## config.mk

```make
export PLATFORM = sky130hd
export DESIGN_NAME = contiguous_block_allocator
export DESIGN_NICKNAME = d
export VERILOG_FILES = /design/src/design/cba_pkg.sv /design/src/design/cba_ram.sv /design/src/design/cba_ctrl.sv /design/src/design/contiguous_block_allocator.sv
export SDC_FILE = /design/constraint.sdc
export NUM_CORES = 1
export LEC_CHECK = 0
export ABC_CLOCK_PERIOD_IN_PS = 4400
export BUFFER_PORTS_ARGS = -buffer_cell sky130_fd_sc_hd__buf_2
export CAP_MARGIN = 30
export CORE_MARGIN = 2
export CORE_UTILIZATION = 55
export DETAILED_ROUTE_END_ITERATION = 10
export PLACE_DENSITY_LB_ADDON = 0.2
export SYNTH_ARGS = -nofsm -noshare
export SYNTH_HDL_FRONTEND = slang
export SYNTH_SLANG_ARGS = --single-unit
```

## constraint.sdc

```tcl
create_clock -name clk -period 4.4 [get_ports clk]
set_clock_uncertainty 0.05 [all_clocks]
set_input_delay 0.44 -clock clk [delete_from_list [all_inputs] [get_ports clk]]
set_output_delay 0.44 -clock clk [all_outputs]
set_load 0.02 [all_outputs]
```

## src/design/cba_pkg.sv

```systemverilog
// shared types and constants for the contiguous block allocator
// no dependencies; imported by cba_ctrl, contiguous_block_allocator and tb_top
`default_nettype none

package cba_pkg;

  // default geometry
  localparam int CBA_NUM_SLOTS   = 8;
  localparam int CBA_NUM_BLOCKS  = 8;
  localparam int CBA_BLOCK_BYTES = 4;

  // fixed field widths of the stream beats
  localparam int BYTES_W   = 8;
  localparam int SLOT_IN_W = 4;
  localparam int OUT_IDX_W = 3;

  typedef enum logic [0:0] {
    CMD_ALLOC = 1'b0,
    CMD_FREE  = 1'b1
  } cba_cmd_t;

  typedef enum logic [2:0] {
    ST_OK       = 3'd0,
    ST_BAD_SIZE = 3'd1,
    ST_NO_SPACE = 3'd2,
    ST_NO_SLOT  = 3'd3,
    ST_BAD_SLOT = 3'd4
  } cba_status_t;

  typedef enum logic [2:0] {
    S_IDLE,
    S_BSCAN,
    S_SSCAN,
    S_FREE,
    S_DONE
  } cba_state_t;

  // one finished result handed from the controller to the output register
  typedef struct packed {
    logic [OUT_IDX_W-1:0] first_block;
    logic [OUT_IDX_W-1:0] slot_given;
    cba_status_t          status;
  } cba_result_t;

endpackage

`default_nettype wire

```

## src/design/cba_ram.sv

```systemverilog
// generic single-write, single-read synchronous ram with registered read data
// no dependencies
`default_nettype none

module cba_ram #(
  parameter int WIDTH = 8,
  parameter int DEPTH = 8
) (
  input  wire logic                                     clk,
  input  wire logic                                     we,
  input  wire logic [(DEPTH > 1 ? $clog2(DEPTH) : 1)-1:0] waddr,
  input  wire logic [WIDTH-1:0]                         wdata,
  input  wire logic [(DEPTH > 1 ? $clog2(DEPTH) : 1)-1:0] raddr,
  output logic      [WIDTH-1:0]                         rdata
);

  logic [WIDTH-1:0] mem [DEPTH];

  // write port and registered read port
  always_ff @(posedge clk) begin
    if (we) begin
      mem[waddr] <= wdata;
    end
    rdata <= mem[raddr];
  end

endmodule

`default_nettype wire

```

## src/design/cba_ctrl.sv

```systemverilog
// request sequencer: size check, first-fit block scan, slot scan and free
// depends on cba_pkg and cba_ram (slot table holding start block and block count)
`default_nettype none

module cba_ctrl
  import cba_pkg::*;
#(
  parameter int NUM_SLOTS   = CBA_NUM_SLOTS,
  parameter int NUM_BLOCKS  = CBA_NUM_BLOCKS,
  parameter int BLOCK_BYTES = CBA_BLOCK_BYTES
) (
  input  wire logic                 clk,
  input  wire logic                 rst_n,
  input  wire logic                 req_valid,
  output logic                      req_ready,
  input  wire cba_cmd_t             req_cmd,
  input  wire logic [BYTES_W-1:0]   req_bytes,
  input  wire logic [SLOT_IN_W-1:0] req_slot,
  output logic                      res_valid,
  input  wire logic                 res_ready,
  output cba_result_t               res
);

  localparam int SW   = (NUM_SLOTS > 1) ? $clog2(NUM_SLOTS) : 1;
  localparam int BW   = (NUM_BLOCKS > 1) ? $clog2(NUM_BLOCKS) : 1;
  localparam int RW   = $clog2(NUM_BLOCKS + 1);
  localparam int MAXB = NUM_BLOCKS * BLOCK_BYTES;
  localparam int RBW  = $clog2(MAXB + 1);
  localparam int CW   = (RBW > BYTES_W) ? RBW : BYTES_W;
  localparam int DW   = BW + RW;

  cba_state_t           state_r, state_nxt;
  logic [BYTES_W-1:0]   bytes_r, bytes_nxt;
  logic [NUM_BLOCKS-1:0] free_map_r, free_map_nxt;
  logic [NUM_SLOTS-1:0] used_r, used_nxt;
  logic [BW-1:0]        bcnt_r, bcnt_nxt;
  logic [RW-1:0]        run_r, run_nxt;
  logic [RBW-1:0]       rbytes_r, rbytes_nxt;
  logic [SW-1:0]        scnt_r, scnt_nxt;
  logic [SW-1:0]        fslot_r, fslot_nxt;
  logic [BW-1:0]        start_r, start_nxt;
  logic [RW-1:0]        need_r, need_nxt;
  cba_result_t          res_r, res_nxt;

  logic                 accept;
  logic [6:0]           slot_wide;
  logic [SW-1:0]        slot_idx;
  logic                 slot_valid;
  logic                 size_bad;
  logic                 blk_free;
  logic [RBW-1:0]       rb_sum;
  logic                 run_found;
  logic                 blk_last;
  logic                 slot_open;
  logic                 slot_last;
  logic                 ram_we;
  logic [DW-1:0]        ram_wdata;
  logic [DW-1:0]        ram_rdata;
  logic [BW-1:0]        rd_start;
  logic [RW-1:0]        rd_need;

  // blocks start .. start+need-1 as a bit mask
  function automatic logic [NUM_BLOCKS-1:0] range_mask(input logic [BW-1:0] start,
                                                       input logic [RW-1:0] need);
    logic [NUM_BLOCKS-1:0] m;
    logic [7:0]            lim;
    lim = 8'(start) + 8'(need);
    for (int b = 0; b < NUM_BLOCKS; b++) begin
      m[b] = (8'(b) >= 8'(start)) && (8'(b) < lim);
    end
    return m;
  endfunction

  // slot table: start block and block count per slot
  cba_ram #(
    .WIDTH(DW),
    .DEPTH(NUM_SLOTS)
  ) u_slot_ram (
    .clk  (clk),
    .we   (ram_we),
    .waddr(scnt_r),
    .wdata(ram_wdata),
    .raddr(slot_idx),
    .rdata(ram_rdata)
  );

  // request decode
  assign accept     = req_valid && req_ready;
  assign slot_wide  = 7'(req_slot);
  assign slot_idx   = SW'(req_slot);
  assign slot_valid = (slot_wide < 7'(NUM_SLOTS)) && used_r[slot_idx];
  assign size_bad   = (req_bytes == '0) || (CW'(req_bytes) > CW'(MAXB));

  // block scan step
  assign blk_free  = free_map_r[bcnt_r];
  assign rb_sum    = rbytes_r + RBW'(BLOCK_BYTES);
  assign run_found = blk_free && (CW'(rb_sum) >= CW'(bytes_r));
  assign blk_last  = (bcnt_r == BW'(NUM_BLOCKS - 1));

  // slot scan step
  assign slot_open = !used_r[scnt_r];
  assign slot_last = (scnt_r == SW'(NUM_SLOTS - 1));

  // slot table write on allocation, read data for a free
  assign ram_we    = (state_r == S_SSCAN) && slot_open;
  assign ram_wdata = {start_r, need_r};
  assign rd_start  = ram_rdata[DW-1:RW];
  assign rd_need   = ram_rdata[RW-1:0];

  // next state
  always_comb begin
    state_nxt = state_r;
    case (state_r)
      S_IDLE: begin
        if (accept) begin
          if (req_cmd == CMD_ALLOC) begin
            state_nxt = size_bad ? S_DONE : S_BSCAN;
          end else begin
            state_nxt = slot_valid ? S_FREE : S_DONE;
          end
        end
      end
      S_BSCAN: begin
        if (run_found) begin
          state_nxt = S_SSCAN;
        end else if (blk_last) begin
          state_nxt = S_DONE;
        end
      end
      S_SSCAN: begin
        if (slot_open || slot_last) begin
          state_nxt = S_DONE;
        end
      end
      S_FREE: begin
        state_nxt = S_DONE;
      end
      S_DONE: begin
        if (res_ready) begin
          state_nxt = S_IDLE;
        end
      end
      default: begin
        state_nxt = S_IDLE;
      end
    endcase
  end

  // datapath and map updates
  always_comb begin
    bytes_nxt    = bytes_r;
    free_map_nxt = free_map_r;
    used_nxt     = used_r;
    bcnt_nxt     = bcnt_r;
    run_nxt      = run_r;
    rbytes_nxt   = rbytes_r;
    scnt_nxt     = scnt_r;
    fslot_nxt    = fslot_r;
    start_nxt    = start_r;
    need_nxt     = need_r;
    res_nxt      = res_r;
    case (state_r)
      S_IDLE: begin
        if (accept) begin
          bytes_nxt  = req_bytes;
          fslot_nxt  = slot_idx;
          bcnt_nxt   = '0;
          run_nxt    = '0;
          rbytes_nxt = '0;
          scnt_nxt   = '0;
          res_nxt    = '{first_block: '0, slot_given: '0, status: ST_OK};
          if (req_cmd == CMD_ALLOC) begin
            if (size_bad) begin
              res_nxt.status = ST_BAD_SIZE;
            end
          end else if (!slot_valid) begin
            res_nxt.status = ST_BAD_SLOT;
          end
        end
      end
      S_BSCAN: begin
        // run length in blocks and in bytes ending at the current block
        run_nxt    = blk_free ? run_r + RW'(1) : '0;
        rbytes_nxt = blk_free ? rb_sum : '0;
        bcnt_nxt   = bcnt_r + BW'(1);
        if (run_found) begin
          start_nxt = bcnt_r - BW'(run_r);
          need_nxt  = run_r + RW'(1);
        end else if (blk_last) begin
          res_nxt.status = ST_NO_SPACE;
        end
      end
      S_SSCAN: begin
        scnt_nxt = scnt_r + SW'(1);
        if (slot_open) begin
          used_nxt[scnt_r]    = 1'b1;
          free_map_nxt        = free_map_r & ~range_mask(start_r, need_r);
          res_nxt.slot_given  = OUT_IDX_W'(scnt_r);
          res_nxt.first_block = OUT_IDX_W'(start_r);
        end else if (slot_last) begin
          res_nxt.status = ST_NO_SLOT;
        end
      end
      S_FREE: begin
        used_nxt[fslot_r]   = 1'b0;
        free_map_nxt        = free_map_r | range_mask(rd_start, rd_need);
        res_nxt.slot_given  = OUT_IDX_W'(fslot_r);
        res_nxt.first_block = OUT_IDX_W'(rd_start);
      end
      default: begin
      end
    endcase
  end

  // handshake outputs
  always_comb begin
    req_ready = (state_r == S_IDLE);
    res_valid = (state_r == S_DONE);
    res       = res_r;
  end

  // control state
  always_ff @(posedge clk) begin
    if (!rst_n) begin
      state_r    <= S_IDLE;
      free_map_r <= {NUM_BLOCKS{1'b1}};
      used_r     <= '0;
    end else begin
      state_r    <= state_nxt;
      free_map_r <= free_map_nxt;
      used_r     <= used_nxt;
    end
  end

  // scan counters and payload
  always_ff @(posedge clk) begin
    bytes_r  <= bytes_nxt;
    bcnt_r   <= bcnt_nxt;
    run_r    <= run_nxt;
    rbytes_r <= rbytes_nxt;
    scnt_r   <= scnt_nxt;
    fslot_r  <= fslot_nxt;
    start_r  <= start_nxt;
    need_r   <= need_nxt;
    res_r    <= res_nxt;
  end

endmodule

`default_nettype wire

```

## src/design/contiguous_block_allocator.sv

```systemverilog
// First-fit contiguous block allocator, top level.
// Depends on cba_pkg and cba_ctrl.
//
// Input beats carry one request: in_tuser selects allocate (0) or free (1),
// in_tdata holds the byte size and the slot to release. Every request gives
// exactly one output beat with a status, the slot and the first block.
// An allocate rounds the size up to whole blocks, scans the free map one
// block per cycle for the first run that fits, then scans the slot table
// one slot per cycle for the lowest empty slot. A rejected size or slot goes
// straight to its result, a free of a live slot reads the slot table and
// then releases its blocks, and an allocate lasts as long as its two
// scans.
// One request is worked on at a time; in_tready rises again as a result
// moves into the output register, so a new request is taken
// while that result still waits on out_tready.
// Reset (rst_n low, synchronous) marks every block free and every slot
// empty. A stall on out_tready holds the output beat and, once the
// controller has a second result ready, holds off new requests.
`default_nettype none

module contiguous_block_allocator
  import cba_pkg::*;
#(
  parameter int NUM_SLOTS   = CBA_NUM_SLOTS,
  parameter int NUM_BLOCKS  = CBA_NUM_BLOCKS,
  parameter int BLOCK_BYTES = CBA_BLOCK_BYTES
) (
  input  wire logic        clk,
  input  wire logic        rst_n,
  input  wire logic        in_tvalid,
  output logic             in_tready,
  input  wire logic [15:0] in_tdata,   // file_bytes[7:0], slot_to_free[11:8], zeros
  input  wire logic [0:0]  in_tuser,   // command
  output logic             out_tvalid,
  input  wire logic        out_tready,
  output logic [15:0]      out_tdata   // status[2:0], slot_given[5:3], first_block[8:6], zeros
);

  logic        res_valid;
  logic        res_ready;
  cba_result_t res;
  logic        out_valid_r, out_valid_nxt;
  cba_result_t out_res_r, out_res_nxt;

  // request sequencer with the slot table and the free map
  cba_ctrl #(
    .NUM_SLOTS  (NUM_SLOTS),
    .NUM_BLOCKS (NUM_BLOCKS),
    .BLOCK_BYTES(BLOCK_BYTES)
  ) u_ctrl (
    .clk      (clk),
    .rst_n    (rst_n),
    .req_valid(in_tvalid),
    .req_ready(in_tready),
    .req_cmd  (cba_cmd_t'(in_tuser)),
    .req_bytes(in_tdata[BYTES_W-1:0]),
    .req_slot (in_tdata[BYTES_W+SLOT_IN_W-1:BYTES_W]),
    .res_valid(res_valid),
    .res_ready(res_ready),
    .res      (res)
  );

  // output register loads when empty or being drained
  assign res_ready = !out_valid_r || out_tready;

  always_comb begin
    out_valid_nxt = out_valid_r;
    out_res_nxt   = out_res_r;
    if (res_ready) begin
      out_valid_nxt = res_valid;
      if (res_valid) begin
        out_res_nxt = res;
      end
    end
  end

  always_ff @(posedge clk) begin
    if (!rst_n) begin
      out_valid_r <= 1'b0;
    end else begin
      out_valid_r <= out_valid_nxt;
    end
  end

  always_ff @(posedge clk) begin
    out_res_r <= out_res_nxt;
  end

  // output beat
  assign out_tvalid = out_valid_r;
  assign out_tdata  = {7'b0, out_res_r.first_block, out_res_r.slot_given,
                       out_res_r.status};

endmodule

`default_nettype wire

```

* Yosys cells after proc, flatten, opt, wreduce, memory -nomap -nowiden
Memories as Yosys holds them, arrays and structs flattened. A register that Yosys moved wholly into a read port is not among the register bits.
Index checks and enable logic that the tools add are counted.
** Storage, ports and cells
- Bits in registers :: 72
- Bits in latches :: 0
- Bits in writable memories :: 56
- Memory bits (read-only) :: 0
- Output and inout port bits :: 18
- Memories kept :: 1
** Memories
- u_ctrl.u_slot_ram.mem :: words 8, width 7, read ports 1, clocked after Yosys merged registers in 1, wr ports 1, RTL line cba_ram.sv:17 : logic [WIDTH-1:0] mem [DEPTH];
** Cells by class
- Add/sub/neg operators :: 7
- Multiply operators :: 0
- Divide/modulo/power cells :: 0
- $lt $le $gt $ge :: 39
- Equal/unequal tests :: 15
- Shifts and indexed selects :: 0
- Mux-type cells :: 45
- Bitwise operators :: 6
- Reductions and logical operators :: 41
** Operators with widths (number)
- 3-bit by 8-bit < comparator with 1-bit output (first input constant) :: 8
- 3-bit 2-to-1 mux :: 15
- 1-bit by 8-bit < comparator with 1-bit output (first input constant) :: 4
- 2-bit by 8-bit < comparator with 1-bit output (first input constant) :: 4
- 8-bit one-hot mux with 2 select lines :: 2
- 1-bit logical AND :: 20
- 3-bit greater-or-equal comparator (first input constant) :: 6
- 6-bit 2-to-1 mux :: 3
- 6-bit one-hot mux with 3 select lines :: 1
- 8-bit bitwise AND :: 2
- 3-bit by 4-bit < comparator with 1-bit output (second input constant) :: 4
- 8-bit 2-to-1 mux :: 2
- 8-bit inverter :: 2
- 8-bit OR :: 2
- 3-bit one-hot mux with 5 select lines :: 1
- 1-bit by 3-bit greater-or-equal comparator with 1-bit output (first input constant) :: 4
- 2-bit by 3-bit greater-or-equal comparator with 1-bit output (first input constant) :: 4
- 3-bit one-hot mux with 2 select lines :: 2
- 6-bit one-hot mux with 2 select lines :: 1
- 2-bit AND reduction :: 6
- 3-bit by 4-bit adder with 5-bit output :: 2
- 1-bit binary-select mux with 3-bit select :: 3
- 3-bit equality test (second input constant) :: 3
- 9-bit 2-to-1 mux :: 1
- other kinds (27) :: 51

* Depth between registers and ports, before layout
- Depth after elaboration :: 7
- Gate-level depth with buffers :: 8
- Gate-level depth less buffers :: 8

* By module
A second synthesis with hierarchy kept.
** Second synthesis, totals
- Cell total of the unflattened synthesis :: 435
- Area, all modules :: 6067.1 µm²
** By module, submodules not included
- cba_ctrl :: instances 1, cells each 312, area each 3316.9 µm², seq. area each 1611.5 µm²
- cba_ram :: instances 1, cells each 101, area each 2366.0 µm², seq. area each 1821.7 µm²
- contiguous_block_allocator :: instances 1, cells each 22, area each 384.1 µm², seq. area each 290.3 µm²

* Worst setup path before layout
Ideal clock, no wire load.
- Kind :: register -> register
- Start point :: reg u_ctrl.rbytes_r[2]
- End point :: reg u_ctrl.res_r, in the netlist u_ctrl.res[0], enable pin
- Data arrival time :: 3.004 ns
- Path slack :: 1.002 ns
- Stages on the path, launching flop included :: 8
- Path through :: edfxtp_1 ha_1 ha_1 nand4bb_1 a21boi_0 o21ai_0 a2111oi_0 nor4_1
** Between the ends
- Longest elaborated chain between the ends :: 5
** Ends and longest elaborated chain
- start, declared :: RTL line cba_ctrl.sv:38 : logic [RBW-1:0] rbytes_r, rbytes_nxt;
- start signal, assigned :: RTL line cba_ctrl.sv:240 : rbytes_r <= rbytes_nxt;
- 6-bit by 3-bit adder with 6-bit output :: RTL line cba_ctrl.sv:96 : assign rb_sum = rbytes_r + RBW'(BLOCK_BYTES);
- named net u_ctrl.rb_sum[3] :: RTL line cba_ctrl.sv:51 : logic [RBW-1:0] rb_sum;
- 6-bit by 8-bit greater-or-equal comparator with 1-bit output :: RTL line cba_ctrl.sv:97 : assign run_found = blk_free && (CW'(rb_sum) >= CW'(bytes_r));
- 1-bit logical AND :: RTL line cba_ctrl.sv:97
- 2-bit != test (no line)
- 6-bit AND reduction (no line)
- end signal, assigned :: RTL line cba_ctrl.sv:245 : res_r <= res_nxt;
- end, declared :: RTL line cba_ctrl.sv:43 : cba_result_t res_r, res_nxt;
The timed path passes the listed nets, and every way through them passes these cells.
A chain may end at the register's enable or synchronous reset.

* Worst setup path after layout
Same ends and word-level chain as after synthesis.

==> metrics <==
Final min period=3020 ps; overall power=around 3.1 mW; antenna violations before repair=0; Yosys reg bits=about 130; Clock Root Buffer=clkbuf_8; synth unique cells=between 60 and 70; Final Util=0.641; core box area=~11000 µm²; area grow syn2layout=14.9%; Max Cap Viol=0; Synth Area per Inst=about 14 µm²; met1 Track Usage GR=0.309; H-tree depth=4; crit path cell chain=ha_1, ha_1, a21oi_1, a21boi_0, o21ai_0, a2111oi_2, buf_4, nor4_1; DP HPWL=approximately 8300 µm; Worst setup EP type=flop; Clk pin slew, worst setup/hold paths=approximately 60 ps; Post-CTS Setup Inserts=0; cell accounting for the most synthesized area=edfxtp_1; most frequent cells in the layout=edfxtp_1 (106), inv_1 (31), buf_2 (27), dfxtp_1 (27), nor2_1 (20); WP buf/inv=1; largest net degree at the start of global routing=19; CTS Buf Count=17; share of synthesized flip-flops with an asynchronous set or reset=0; Initial Util=0.558; initial DRC count=roughly 310; sequential element share of the synthesized area=0.621; routability cong.=roughly 0.85; number of routed nets with antenna violations=0; Routed WL=12300 µm; die area=~12000 µm²; CP Class=reg -> reg; # port buffers=27; Die Y=between 100 and 150 µm; DRC=0; Fin Setup TNS=0 ps; period utilization=0.686; IO Pins=39; hold buffers post-CTS=0; Startpoint Class=flop; max frequency=~330 MHz; delay-heaviest family, CP=simple AND/OR/NAND/NOR gates; Hold Vio Cnt, Final=0; HP Class=in -> reg; clk buf depth=2; Post-Layout Inst Area=between 6000 and 7000 µm²; Yosys top cell area share=0.531; EDFF count, synth=106; RSZ-0062 raised after global routing=false; first-pass GRT wire length=a little under 20000 µm; Max Slew Vio Count=0; CTS tree=done; Layout Nets=a little over 500; Overall Global Routing Usage=0.232; Warnings, synthesis=0; Row Count=38; Synth Flop Type=edfxtp_1; worst skew pair latency=between 500 and 600 ps; Most Crowded Layer GR=met2; Cells after Synth=426; Placed Area=~6300 µm²; final setup fails=0; CP dominant cell by count=ha_1; Static Leak=around 2.6 nW; wire per inst=19.9 µm; fill count=about 800; slowest stage cell on the critical path=nor4_1; ratio of cells with drive above 1 in the final layout=0.222; Reg2Reg Setup Slack=around 1400 ps; most common cell after layout, fill and taps aside=edfxtp_1; synthesized cell area=5990 µm²; Crit path largest cell delay=roughly 700 ps; met3 usage=0.0549; First-pass DRT Iterations=6; Via density=~6; post-CTS sizing=0; # diodes=0; die width=108 µm; Worst Tran Pin Value=about 840 ps; Rel. slew slack=0.435; number of clock sinks=133; synth top area cells=edfxtp_1 (53%), dfxtp_1 (9.0%), mux4_2 (6.4%); Overflow after GRT=0; CP required=4500 ps; Cell Pwr Density=between 400 and 500 nW/µm²; Critical Path Fanout Max=8; critical path data arrival time=3120 ps; maximum VDD drop=~0.00025 V; global routing usage on met2=0.368; number of global-route vias before repair=approximately 3700; via count=between 3000 and 4000; status=complete, no violations
-- area by class of cell --
type / instances / area, µm² / area share
clock buffer: 18 / 418 / 0.0607
sequential: 133 / 3720 / 0.541
inverter: 32 / 120 / 0.0174
clock inverter: 14 / 198 / 0.0287
tap: 140 / 175 / 0.0254
timing repair buffer: 34 / 188 / 0.0273
multi-input combinational: 246 / 2060 / 0.300
-- where the power goes --
group	switching (mW)	internal [mW]	total [mW]	leakage, nW
sequential	0.0347	1.40	1.43	1.21
combinational	0.120	0.0760	0.196	1.05
clock	0.534	0.926	1.46	0.297
-- per-stage QoR --
stage / hold WS (ps) / setup slack [ps] / cells
floorplan: 350 / 1000 / 432
global placement: 353 / 1510 / 585
detailed placement: 355 / 1400 / 585
CTS: 31.9 / 1400 / 617
global route: 37.9 / 1170 / 617
finish: 56.0 / 1380 / 617
-- per-layer routing --
layer  routed length [µm]  share of wire
met2                 6160           0.50
met5                    0              0
met3                  501          0.041
met4                  249          0.020
met1                 5350           0.44
-- logic make-up after synthesis --
logic type / share of synthesized area
mux: 0.0873
compound gates: 0.0939
buf+inv: 0.0405
other cells: 0.000626
flops: 0.621
fa+ha+maj: 0.0455
xor+xnor: 0.0117
simple gates: 0.0992
-- Yosys cell counts, types with 7 or more instances --
| cell | number |
|---|---|
| nor2_1 | 20 |
| edfxtp_1 | 106 |
| a21oi_1 | 11 |
| nand2_1 | 15 |
| inv_1 | 31 |
| mux4_2 | 17 |
| and3_1 | 10 |
| nand3_1 | 9 |
| o21ai_0 | 14 |
| dfxtp_1 | 27 |
| mux2_2 | 8 |
| buf_4 | 7 |
| nor3_1 | 10 |
| ha_1 | 17 |
| clkbuf_1 | 9 |
-- path summary, 6_finish.rpt --
check	depth (start not counted)	start	to
max	8	u_ctrl.rbytes_r[2]	u_ctrl.res[0]
min	1	in_tdata[4]	u_ctrl.bytes_r[4]
max reg2reg	8	u_ctrl.rbytes_r[2]	u_ctrl.res[0]
min reg2reg	0	u_ctrl.res[3]	out_tdata[3]
-- registers in the layout, summed over array words and instances, names as in the netlist --
register / count
out_tdata: 9
u_ctrl.bcnt_r: 3
u_ctrl.bytes_r: 8
u_ctrl.fslot_r: 3
u_ctrl.u_slot_ram.rdata: 7
u_ctrl.rbytes_r: 4
u_ctrl.u_slot_ram.mem: 56
u_ctrl.used_r: 8
u_ctrl.state_r: 3
u_ctrl.need_r: 4
u_ctrl.res: 9
u_ctrl.free_map_r: 8
u_ctrl.start_r: 3
u_ctrl.scnt_r: 3
out_tvalid: 1
u_ctrl.run_r: 4
Note: power is estimated with default switching activity, not from simulation.
